==> src/rtl/ssi_pkg.sv <==
// ----------------------------------------------------------------------------
// ssi_pkg
// Shared types and constants for the sorted set insert block: table size,
// field widths, operation codes and the request, result and memory port words.
// ----------------------------------------------------------------------------
`default_nettype none

package ssi_pkg;

  localparam int DEPTH  = 64;
  localparam int ADDR_W = $clog2(DEPTH);
  localparam int CNT_W  = $clog2(DEPTH + 1);
  localparam int KEY_W  = 64;
  localparam int PAY_W  = 32;
  localparam int IDX_W  = 6;
  localparam int POS_W  = 7;

  typedef enum logic {
    OP_INSERT = 1'b0,
    OP_READ   = 1'b1
  } op_e;

  // one request word
  typedef struct packed {
    op_e              op;
    logic [KEY_W-1:0] key;
    logic [PAY_W-1:0] payload;
    logic [IDX_W-1:0] index;
  } ssi_req_t;

  // one result word
  typedef struct packed {
    logic [POS_W-1:0] position;
    logic             existed;
    logic             full_res;
    logic [CNT_W-1:0] count;
    logic [KEY_W-1:0] read_key;
    logic [PAY_W-1:0] read_payload;
  } ssi_res_t;

  // one table entry as stored
  typedef struct packed {
    logic [KEY_W-1:0] key;
    logic [PAY_W-1:0] payload;
  } ssi_entry_t;

  // memory access from the controller
  typedef struct packed {
    logic              re;
    logic [ADDR_W-1:0] raddr;
    logic              we;
    logic [ADDR_W-1:0] waddr;
    ssi_entry_t        wdata;
  } ssi_mem_req_t;

endpackage

`default_nettype wire

==> src/rtl/ssi_ctrl.sv <==
// ----------------------------------------------------------------------------
// ssi_ctrl
// Sequencer: binary search over the store, duplicate check, upward shift of
// later entries one per cycle, placement of the new entry, and entry reads.
// ----------------------------------------------------------------------------
`default_nettype none

module ssi_ctrl (
  input  wire                   clk_i,
  input  wire                   rst_ni,
  input  wire                   start,
  output logic                  busy,
  input  ssi_pkg::ssi_req_t     req_i,
  output logic                  done_o,
  output ssi_pkg::ssi_res_t     res_o,
  output ssi_pkg::ssi_mem_req_t mem_req_o,
  input  ssi_pkg::ssi_entry_t   rdata_i
);

  typedef enum logic [2:0] {
    ST_IDLE,
    ST_RD_WAIT,
    ST_SEARCH,
    ST_CMP,
    ST_CHECK,
    ST_SHIFT,
    ST_PLACE
  } state_e;

  localparam logic [ssi_pkg::CNT_W-1:0] FullCnt = ssi_pkg::CNT_W'(ssi_pkg::DEPTH);

  state_e                         state_q, state_d;
  ssi_pkg::ssi_req_t              req_q, req_d;
  logic [ssi_pkg::CNT_W-1:0]      count_q, count_d;
  logic [ssi_pkg::CNT_W-1:0]      lo_q, lo_d;
  logic [ssi_pkg::CNT_W-1:0]      hi_q, hi_d;
  logic [ssi_pkg::CNT_W-1:0]      mid_q, mid_d;
  logic [ssi_pkg::ADDR_W-1:0]     ptr_q, ptr_d;
  logic                           done_q, done_d;
  ssi_pkg::ssi_res_t              res_q, res_d;
  logic [ssi_pkg::CNT_W:0]        mid_sum;
  logic [ssi_pkg::CNT_W-1:0]      mid;
  logic [ssi_pkg::CNT_W-1:0]      idx_ext;

  assign mid_sum = {1'b0, lo_q} + {1'b0, hi_q};
  assign mid     = mid_sum[ssi_pkg::CNT_W:1];
  assign idx_ext = ssi_pkg::CNT_W'(req_q.index);

  always_comb begin
    state_d   = state_q;
    req_d     = req_q;
    count_d   = count_q;
    lo_d      = lo_q;
    hi_d      = hi_q;
    mid_d     = mid_q;
    ptr_d     = ptr_q;
    done_d    = 1'b0;
    res_d     = res_q;
    mem_req_o = '0;

    unique case (state_q)
      ST_IDLE: begin
        if (start) begin
          req_d = req_i;
          lo_d  = '0;
          hi_d  = count_q;
          if (req_i.op == ssi_pkg::OP_READ) begin
            state_d = ST_RD_WAIT;
            if (ssi_pkg::CNT_W'(req_i.index) < count_q) begin
              mem_req_o.re    = 1'b1;
              mem_req_o.raddr = ssi_pkg::ADDR_W'(req_i.index);
            end
          end else begin
            state_d = ST_SEARCH;
          end
        end
      end

      ST_RD_WAIT: begin
        done_d         = 1'b1;
        state_d        = ST_IDLE;
        res_d          = '0;
        res_d.position = ssi_pkg::POS_W'(req_q.index);
        res_d.count    = count_q;
        if (idx_ext < count_q) begin
          res_d.existed      = 1'b1;
          res_d.read_key     = rdata_i.key;
          res_d.read_payload = rdata_i.payload;
        end
      end

      ST_SEARCH: begin
        if (lo_q < hi_q) begin
          mem_req_o.re    = 1'b1;
          mem_req_o.raddr = mid[ssi_pkg::ADDR_W-1:0];
          mid_d           = mid;
          state_d         = ST_CMP;
        end else if (lo_q < count_q) begin
          // lower bound found inside the table: fetch it for the equality test
          mem_req_o.re    = 1'b1;
          mem_req_o.raddr = lo_q[ssi_pkg::ADDR_W-1:0];
          state_d         = ST_CHECK;
        end else if (count_q >= FullCnt) begin
          done_d         = 1'b1;
          state_d        = ST_IDLE;
          res_d          = '0;
          res_d.position = lo_q;
          res_d.full_res = 1'b1;
          res_d.count    = count_q;
        end else begin
          state_d = ST_PLACE;
        end
      end

      ST_CMP: begin
        if (rdata_i.key < req_q.key) begin
          lo_d = mid_q + 1'b1;
        end else begin
          hi_d = mid_q;
        end
        state_d = ST_SEARCH;
      end

      ST_CHECK: begin
        if (rdata_i.key == req_q.key) begin
          done_d         = 1'b1;
          state_d        = ST_IDLE;
          res_d          = '0;
          res_d.position = lo_q;
          res_d.existed  = 1'b1;
          res_d.count    = count_q;
        end else if (count_q >= FullCnt) begin
          done_d         = 1'b1;
          state_d        = ST_IDLE;
          res_d          = '0;
          res_d.position = lo_q;
          res_d.full_res = 1'b1;
          res_d.count    = count_q;
        end else begin
          // start the shift at the top entry
          mem_req_o.re    = 1'b1;
          mem_req_o.raddr = ssi_pkg::ADDR_W'(count_q - 1'b1);
          ptr_d           = ssi_pkg::ADDR_W'(count_q - 1'b1);
          state_d         = ST_SHIFT;
        end
      end

      ST_SHIFT: begin
        // write the entry read last cycle one place up; the next read is two
        // below the write, so the ports never touch the same entry
        mem_req_o.we    = 1'b1;
        mem_req_o.waddr = ptr_q + 1'b1;
        mem_req_o.wdata = rdata_i;
        if (ptr_q == lo_q[ssi_pkg::ADDR_W-1:0]) begin
          state_d = ST_PLACE;
        end else begin
          mem_req_o.re    = 1'b1;
          mem_req_o.raddr = ptr_q - 1'b1;
          ptr_d           = ptr_q - 1'b1;
        end
      end

      ST_PLACE: begin
        mem_req_o.we            = 1'b1;
        mem_req_o.waddr         = lo_q[ssi_pkg::ADDR_W-1:0];
        mem_req_o.wdata.key     = req_q.key;
        mem_req_o.wdata.payload = req_q.payload;
        count_d                 = count_q + 1'b1;
        done_d                  = 1'b1;
        state_d                 = ST_IDLE;
        res_d                   = '0;
        res_d.position          = lo_q;
        res_d.count             = count_q + 1'b1;
      end

      default: begin
        state_d = ST_IDLE;
      end
    endcase
  end

  always_ff @(posedge clk_i or negedge rst_ni) begin
    if (!rst_ni) begin
      state_q <= ST_IDLE;
      count_q <= '0;
      done_q  <= 1'b0;
      res_q   <= '0;
    end else begin
      state_q <= state_d;
      count_q <= count_d;
      done_q  <= done_d;
      res_q   <= res_d;
    end
  end

  always_ff @(posedge clk_i) begin
    req_q <= req_d;
    lo_q  <= lo_d;
    hi_q  <= hi_d;
    mid_q <= mid_d;
    ptr_q <= ptr_d;
  end

  assign busy   = (state_q != ST_IDLE);
  assign done_o = done_q;
  assign res_o  = res_q;

endmodule

`default_nettype wire

==> config.mk <==
export PLATFORM = sky130hd
export DESIGN_NAME = ssi_ctrl
export DESIGN_NICKNAME = d
export VERILOG_FILES = /design/src/rtl/ssi_pkg.sv /design/src/rtl/ssi_ctrl.sv
export SDC_FILE = /design/constraint.sdc
export NUM_CORES = 1
export LEC_CHECK = 0
export CAP_MARGIN = 20
export CORE_UTILIZATION = 35
export CTS_CLUSTER_SIZE = 12
export DETAILED_ROUTE_END_ITERATION = 7
export DONT_BUFFER_PORTS = 1
export GPL_TIMING_DRIVEN = 0
export SLEW_MARGIN = 10
export SYNTH_ARGS = -nofsm -noshare
export SYNTH_HDL_FRONTEND = slang
export SYNTH_SLANG_ARGS = --single-unit
==> constraint.sdc <==
create_clock -name clk_i -period 7.55 [get_ports clk_i]
set_clock_uncertainty 0.1 [all_clocks]
set_input_delay 0 -clock clk_i [delete_from_list [all_inputs] [get_ports clk_i]]
set_output_delay 0 -clock clk_i [all_outputs]
set_load 0.05 [all_outputs]
==> summary.txt, run 1 <==
Err: [ERROR RSZ-0060] Max buffer count reached.
Post-Syn Area: 12,900 um2
Initial Util: 35.9%
XOR/XNOR Fraction of Synth Area: 2.25%
Area after DPL: 13,500 um2
Status: aborted with a tool error
Fail Step: 4_1_cts
Die Wd: 194 um
Pre-CTS setup slack: 3.60 ns
Routability cong.: 0.944
Simple logic cell fraction of the synthesized area: 8.83%
Avg Cell Area, Syn: 11.4 um2
Clk sinks: 252
Hold Buf Count CTS: 331
Synth Area in Adders: 9.59%
Yosys reg bits: 252
Post-synth EDFFs: 129
Htree depth: 1
Post-cts sizing count: 0
Buffers inserted by post-CTS timing repair: 0
Main combinational cell family by area after synthesis: compound AO/OA/AOI/OAI gates
Mux cell area share after synthesis: 0.769%
CTS max path bufs: 3
IO Count: 426
Sequential-to-total area share from yosys stat: 54.1%
Die Ht: 194 um
Std-Cell Rows: 69
TritonCTS buffer count: 30
Async SR Flop Fraction: 48.8%
Gate Count Post-Synth: 1,126
Main flop type after synthesis: edfxtp_1
Yosys warns: 0
Netlist cell types: 69
Buffers added on ports: 0
Post-synthesis compound-gate area fraction: 19.6%
Syn nets: 1,426
Root Driver: clkbuf_16
Final HPWL DP: 33.4 mm
[per-stage QoR]
stage | util, % | hold slack (ns) | cells
2_1_floorplan | - | -0.396 | 1126
3_3_place_gp | 37.5 | -0.394 | 1587
3_5_place_dp | 37.8 | -0.394 | 1596
[kinds of logic after synthesis]
kind of cell / count (synthesis)
muxes: 9
AOI/OAI and AO/OA: 345
DFF: 252
xor gates and xnor gates: 33
adders and majority gates: 98
buffers and inverters: 154
and+or+nand+nor: 235
[cells in the mapped netlist, drive strengths merged (2+ instances only)]
library cell  number  share of area [%]
nor3              12               0.47
o22ai              2              0.097
inv               92                2.7
nor3b              2               0.12
a211oi             8               0.56
o21a               3               0.18
a222oi             2               0.16
and4               3               0.20
mux2               7               0.61
o31ai              2               0.12
mux2i              2               0.16
a2111oi            3               0.25
nor2              41                1.2
and2               9               0.44
buf               21                1.1
nand3             17               0.66
a21oi             39                1.5
ha                97                9.4
o221ai             2               0.14
nand2            104                3.0
xor2              10               0.68
or3                3               0.15
nor4               5               0.41
o211ai             5               0.29
edfxtp           129                 30
a221o             10               0.78
a22o             133                9.1
a22oi              3               0.18
xnor2             23                1.6
clkbuf            40                1.2
a21o              27                1.6
a31oi              4               0.19
and3               8               0.43
a221oi             5               0.34
nand2b             6               0.29
dfrtp            123                 24
o21ai             87                3.4
nand4             16               0.90
nor2b              5               0.26
==> run 2, diff against run 1 <==
--- a/config.mk
+++ b/config.mk
@@ -6,11 +6,11 @@
 export NUM_CORES = 1
 export LEC_CHECK = 0
 export CAP_MARGIN = 20
-export CORE_UTILIZATION = 35
-export CTS_CLUSTER_SIZE = 12
+export CORE_UTILIZATION = 20
 export DETAILED_ROUTE_END_ITERATION = 7
 export DONT_BUFFER_PORTS = 1
 export GPL_TIMING_DRIVEN = 0
+export PLACE_DENSITY_LB_ADDON = 0.15
 export SLEW_MARGIN = 10
 export SYNTH_ARGS = -nofsm -noshare
 export SYNTH_HDL_FRONTEND = slang
==> summary.txt, run 2 <==
Gate Count Post-Synth: 1,126 (unchanged)
Crit-path cells: clkbuf_1 > inv_1 > buf_1 > ha_1 > and3_1 > a221oi_1 > o21ai_1 > and3_4 > o21ai_2 > nor2b_2 > buf_6 > buf_2 > a22o_1 > dlygate4sd3_1
DR DRC count: 0
Fin crit period: 4.60 ns
Most frequent cells in the layout: dlygate4sd3_1 (305), a22o_1 (133), edfxtp_1 (129), dfrtp_1 (123), nand2_1 (104)
Nets: 1,774
IO Count: 426 (unchanged)
Finished Cell Area: 18,200 um2
GRT Residual Overflow: 0
# Max-Cap Violations: 0
Largest stage delay, worst path: 0.54 ns
Netlist cell types: 69 (unchanged)
Clk sinks: 252 (unchanged)
Routability cong.: 0.845 (was 0.944)
Clock power share: 25.7%
Period utilization: 60.9%
CTS max path bufs: 3 (unchanged)
Largest register FFs: 112
Area after DPL: 14,000 um2 (was 13,500 um2)
Pint: 3.63 mW
Slowest CP cell: dlygate4sd3_1
Vias in the first global route: 11,400
Leading cell type in the layout, fill and taps excluded: dlygate4sd3_1
Min-Delay Path Class: primary input to asynchronous set/reset pin
Die Wd: 256 um (was 194 um)
Req. time, crit path: 7.93 ns
TritonCTS buffer count: 35 (was 30)
Final TNS setup: 0 ns
Avg Cell Area, Syn: 11.4 um2 (unchanged)
Max-slew violation count: 0
Post-Syn Area: 12,900 um2 (unchanged)
ANT nets after route: 0
Clock-pin slew on the worst setup and hold paths: 0.06 ns
P_sw: 3.01 mW
First-pass GRT wire length: 78.5 mm
CTS tree: yes
WL per Instance: 22.7 um
Fmax: 218 MHz
Pleak: 7.60 nW
Logic pwr share: 31.2%
Crit path DAT: 4.98 ns
Root Driver: clkbuf_16 (unchanged)
Area delta synth->final: 41.8%
Crit path capture type: register
Die ar.: 65,300 um2
Share of post-route cells with drive strength above 1: 6.54%
Critical Path Source Type: register
Final WL: 53.3 mm
Buffers added on ports: 0 (unchanged)
Slew margin rel.: 22.6%
Final HPWL DP: 38.6 mm (was 33.4 mm)
Critical path class: register to register
Hold Vio Cnt, Final: 0
Buffers inserted by post-CTS timing repair: 0 (unchanged)
Syn nets: 1,426 (unchanged)
Async SR Flop Fraction: 48.8% (unchanged)
Sequential-to-total area share from yosys stat: 54.1% (unchanged)
Die Ht: 256 um (was 194 um)
Std-Cell Rows: 92 (was 69)
Htree depth: 2 (was 1)
Overall routing resource usage: 16.1%
Core area: 63,300 um2
Worst Tran Pin Value: 1.15 ns
Initial DRT Pass Iterations: 5
WHS: 0.00967 ns
Largest area contributor in the netlist: edfxtp_1 (unchanged)
Yosys reg bits: 252 (unchanged)
Finish-stage setup viols: 0
Status: completed (was aborted with a tool error)
Post-synth EDFFs: 129 (unchanged)
Yosys top cell area share: 30.1% (unchanged)
Initial Util: 20.3% (was 35.9%)
Unrepaired setup endpoints after global routing: false
Yosys warns: 0 (unchanged)
Main flop type after synthesis: edfxtp_1 (unchanged)
Pwr Density: 364 nW/um2
Crit-path max FO: 10
Largest net degree at the start of global routing: 124
Peak VDD IR: 0.000209 V
Synth top cells by count: a22o_1 (133), edfxtp_1 (129), dfrtp_1 (123) (unchanged)
Clock latency on the worst-skew pair: 0.54 ns
Initial DRC count: 564
Seq pwr share: 43.1%
Switching Share: 45.3%
Top cells by area, synth: edfxtp_1 (30%), dfrtp_1 (24%), ha_1 (9.4%), a22o_1 (9.1%), o21ai_0 (3.3%) (unchanged)
Vias per Instance: 4.54
Most frequent cell after synthesis: a22o_1 (unchanged)
Vias: 10,700
Post-cts sizing count: 0 (unchanged)
Initial antenna violation count: 0
-- run 2: cells by family (layout without fill, tap and decap cells) --
logic type / count (synthesis) / in the layout / share of synthesized area (%)
AO/OA/AOI/OAI: 345 / 345 / 19.6
buffers and inverters: 154 / 527 / 4.94
other: 0 / 1 / 0
multiplexers: 9 / 9 / 0.769
flip-flops: 252 / 252 / 54.1
AND/OR/NAND/NOR: 235 / 235 / 8.83
XOR/XNOR: 33 / 33 / 2.25
adder cells (fa/ha/maj): 98 / 98 / 9.59
-- run 2: what timing repair did --
item,CTS,global route
hold buffers,306,0
hold endpoints to repair,378,0
setup endpoints to repair,0,0
-- run 2: metal layers --
metal	vias up	GRT usage, %	wire [um]
li1	4888	-	-
met1	5301	19.2	21700
met2	358	27.3	25900
met3	103	4.35	3570
met4	0	6.67	2100
met5	-	0	0
-- run 2: path summary, 6_finish.rpt --
| kind | slack, ns | end | from | cells past startpoint |
|---|---|---|---|---|
| min in group clk_i | 0.02 | req_q[35] | req_i[35] | 1 |
| worst max register to register | 2.95 | res_o[33] | count_q[6] | 14 |
| worst min register to register | 0.42 | res_o[105] | idx_ext[0] | 1 |
| max in group asynchronous | 6.76 | res_o[72] | rst_ni | 2 |
| worst max-delay path | 2.95 | res_o[33] | count_q[6] | 14 |
| worst min-delay path | 0.01 | res_o[4] | rst_ni | 2 |
-- run 2: area by class of cell --
cell class	instances	area [um2]
flip-flops and latches	252	6950
well taps	846	1060
fillers	6621	45100
plain buffers	61	287
multi-input cells	720	5270
clock buffers	49	1020
clock inverters	13	150
diodes	1	2.50
repair buffers	311	3140
inverters	93	354
-- run 2: power groups by stage --
stage          Clock (mW)  Sequential [mW]  Combinational, mW
6_report             1.71             2.86               2.07
3_3_place_gp            0             2.92               1.88
4_1_cts              1.77             2.87               2.10
2_1_floorplan           0             2.74               1.42
3_5_place_dp            0             2.89               1.92
5_1_grt              1.81             2.90               2.27
-- run 2: worst max-delay path, delay by kind of cell (launching register included) --
kind,cells,cell delay (ns)
AO/OA/AOI/OAI,4,0.83
adder cells (fa/ha/maj),1,0.39
flip-flops,1,0.47
buffers and inverters,6,2.11
AND/OR/NAND/NOR,3,0.64
-- run 2: through the flow --
step	cells	total power [mW]	setup slack, ns	utilization [%]
2_1_floorplan	1126	4.17	3.16	-
3_3_place_gp	1972	4.80	0.741	22.0
3_5_place_dp	1976	4.81	3.38	22.1
4_1_cts	2344	6.73	2.87	28.8
5_1_grt	2345	6.99	2.67	28.8
6_report	2346	6.64	2.95	28.8
Power figures use the tool's default switching activity.
==> run 3, diff against run 2 <==
==> constraint.sdc (replaced) <==
create_clock -name clk_i -period 3.7 [get_ports clk_i]
set_clock_uncertainty 0.1 [all_clocks]
set_input_delay 0 -clock clk_i [delete_from_list [all_inputs] [get_ports clk_i]]
set_output_delay 0 -clock clk_i [all_outputs]
set_load 0.05 [all_outputs]
==> summary.txt, run 3 (synthesis results as in run 2) <==
Placed cells: 1,980 (was 1,976)
Crit-path max FO: 10 (unchanged)
Most frequent cells in the layout: dlygate4sd3_1 (327), a22o_1 (133), edfxtp_1 (129), dfrtp_1 (122), nand2_1 (102) (was dlygate4sd3_1 (305), a22o_1 (133), edfxtp_1 (129), dfrtp_1 (123), nand2_1 (104))
Vias per Instance: 4.57 (was 4.54)
Leading cell type in the layout, fill and taps excluded: dlygate4sd3_1 (unchanged)
Utilization after layout: 29.5% (was 28.8%)
DR top layer: met4 (unchanged)
Worst Tran Pin Value: 1.18 ns (was 1.15 ns)
Max-slew violation count: 0 (unchanged)
Share of post-route cells with drive strength above 1: 10.6% (was 6.54%)
IO Count: 426 (unchanged)
First-pass GRT wire length: 79.6 mm (was 78.5 mm)
Peak VDD IR: 0.000458 V (was 0.000209 V)
Crit path capture type: output port (was register)
CTS tree: yes (unchanged)
# Max-Cap Violations: 0 (unchanged)
Fin crit period: 3.78 ns
Pre-CTS setup slack: -0.403 ns (was 3.38 ns)
Largest register FFs: 112 (unchanged)
Critical Path Source Type: register (unchanged)
Failing checks: setup timing
Core area: 63,300 um2 (unchanged)
Tot Pwr: 13.5 mW (was 6.64 mW)
CTS max path bufs: 3 (unchanged)
GRT Residual Overflow: 0 (unchanged)
Status: finished, violations left (was completed)
Die Wd: 256 um (unchanged)
Critical path class: register to output port (was register to register)
Vias: 10,900 (was 10,700)
Nets: 1,806 (was 1,774)
Std-Cell Rows: 92 (unchanged)
WHS: 0.0242 ns (was 0.00967 ns)
DR DRC count: 0 (unchanged)
WL met1: 21.9 mm (was 21.7 mm)
Root Driver: clkbuf_16 (unchanged)
Overall routing resource usage: 16.4% (was 16.1%)
Wire length on met3: 3.63 mm (was 3.57 mm)
Initial Util: 20.3% (unchanged)
Clock-pin slew on the worst setup and hold paths: 0.05 ns (was 0.06 ns)
Clk sinks: 252 (unchanged)
Crit path DAT: 3.68 ns (was 4.98 ns)
Final TNS setup: -0.407 ns (was 0 ns)
Min-Delay Path Class: primary input to register (was primary input to asynchronous set/reset pin)
Final Non-Filler Cells: 2,379 (was 2,346)
Final HPWL DP: 38.9 mm (was 38.6 mm)
Die Ht: 256 um (unchanged)
Largest net degree at the start of global routing: 124 (unchanged)
Period utilization: 102%
Fmax: 264 MHz
Htree depth: 2 (unchanged)
Vias in the first global route: 11,600 (was 11,400)
Initial antenna violation count: 2 (was 0)
Req. time, crit path: 3.60 ns (was 7.93 ns)
Area delta synth->final: 45.5% (was 41.8%)
Slew margin rel.: 20.6% (was 22.6%)
Final WL: 54.4 mm (was 53.3 mm)
ANT nets after route: 0 (unchanged)
Setup WS post-layout: -0.0826 ns (was 2.95 ns)
Die ar.: 65,300 um2 (unchanged)
Buffers added on ports: 0 (unchanged)
Finished Cell Area: 18,700 um2 (was 18,200 um2)
TritonCTS buffer count: 35 (unchanged)
Finish-stage setup viols: 6 (was 0)
WL per Instance: 22.9 um (was 22.7 um)
Clock latency on the worst-skew pair: 0.55 ns (was 0.54 ns)
Met2 routed WL: 26.8 mm (was 25.9 mm)
Hold Vio Cnt, Final: 0 (unchanged)
Initial DRC count: 619 (was 564)
Initial DRT Pass Iterations: 5 (unchanged)
Pwr Density: 719 nW/um2 (was 364 nW/um2)
Area after DPL: 14,000 um2 (about the same)
Pleak: 7.80 nW (was 7.60 nW)
Unrepaired setup endpoints after global routing: true (was false)
Routability cong.: 0.837 (was 0.845)
==> run 3: cell types whose count changed in the layout (fill, tap and decap cells not counted), moves of 3 or more <==
cell	change
clkbuf_2	+6
dlygate4sd3_1	+22
buf_4	+9
clkinv_2	+3
buf_12	+3
o21ai_2	+33
clkbuf_1	-9
o21ai_4	+3
clkinv_1	+3
o21ai_1	-36
==> run 3: routing by layer <==
metal / track usage, % / vias up
li1: - / 4964
met5: 0 / -
met1: 19.3 / 5407
met2: 28.1 / 406
met4: 6.74 / 0
met3: 4.48 / 105
==> run 3: final timing paths <==
check	slack, ns	start	to	cells after the start
max reg2reg	0.19	count_q[6]	res_o[87]	14
min reg2reg	0.43	idx_ext[1]	res_o[106]	1
min	0.02	req_i[81]	req_q[81]	1
max in group asynchronous	2.92	rst_ni	res_o[70]	2
min in group asynchronous	0.05	rst_ni	res_o[3]	2
max	-0.08	state_q[0]	mem_req_o[62]	6
==> run 3: area by class of cell <==
cell class / instances / area, um2
flip-flops and latches: 252 / 6950
diodes: 1 / 2.50
multi-input cells: 720 / 5490
clock inverters: 18 / 143
fillers: 6533 / 44600
well taps: 846 / 1060
plain buffers: 60 / 298
inverters: 93 / 353
repair buffers: 344 / 3470
clock buffers: 45 / 943
==> run 3: critical path, cell delays in order (launching register included) <==
cell,delay (ns)
dfrtp_1,0.46
clkbuf_1,0.26
nor2_1,0.37
nand2_1,0.36
clkbuf_2,0.44
clkbuf_1,0.40
o21ai_1,0.85
==> run 3: where the power goes <==
group          total, mW  internal (mW)  switching (mW)
sequential          5.86           3.81            2.04
combinational       4.36           1.52            2.84
clock               3.24           1.88            1.35
total               13.5           7.22            6.24
==> run 3: what timing repair did <==
action	CTS	global route
endpoints found under the setup margin	203	119
setup buffers	6	2
hold endpoints to repair	344	0
gates resized for setup	42	24
hold buffers	328	0
pin swaps	5	2
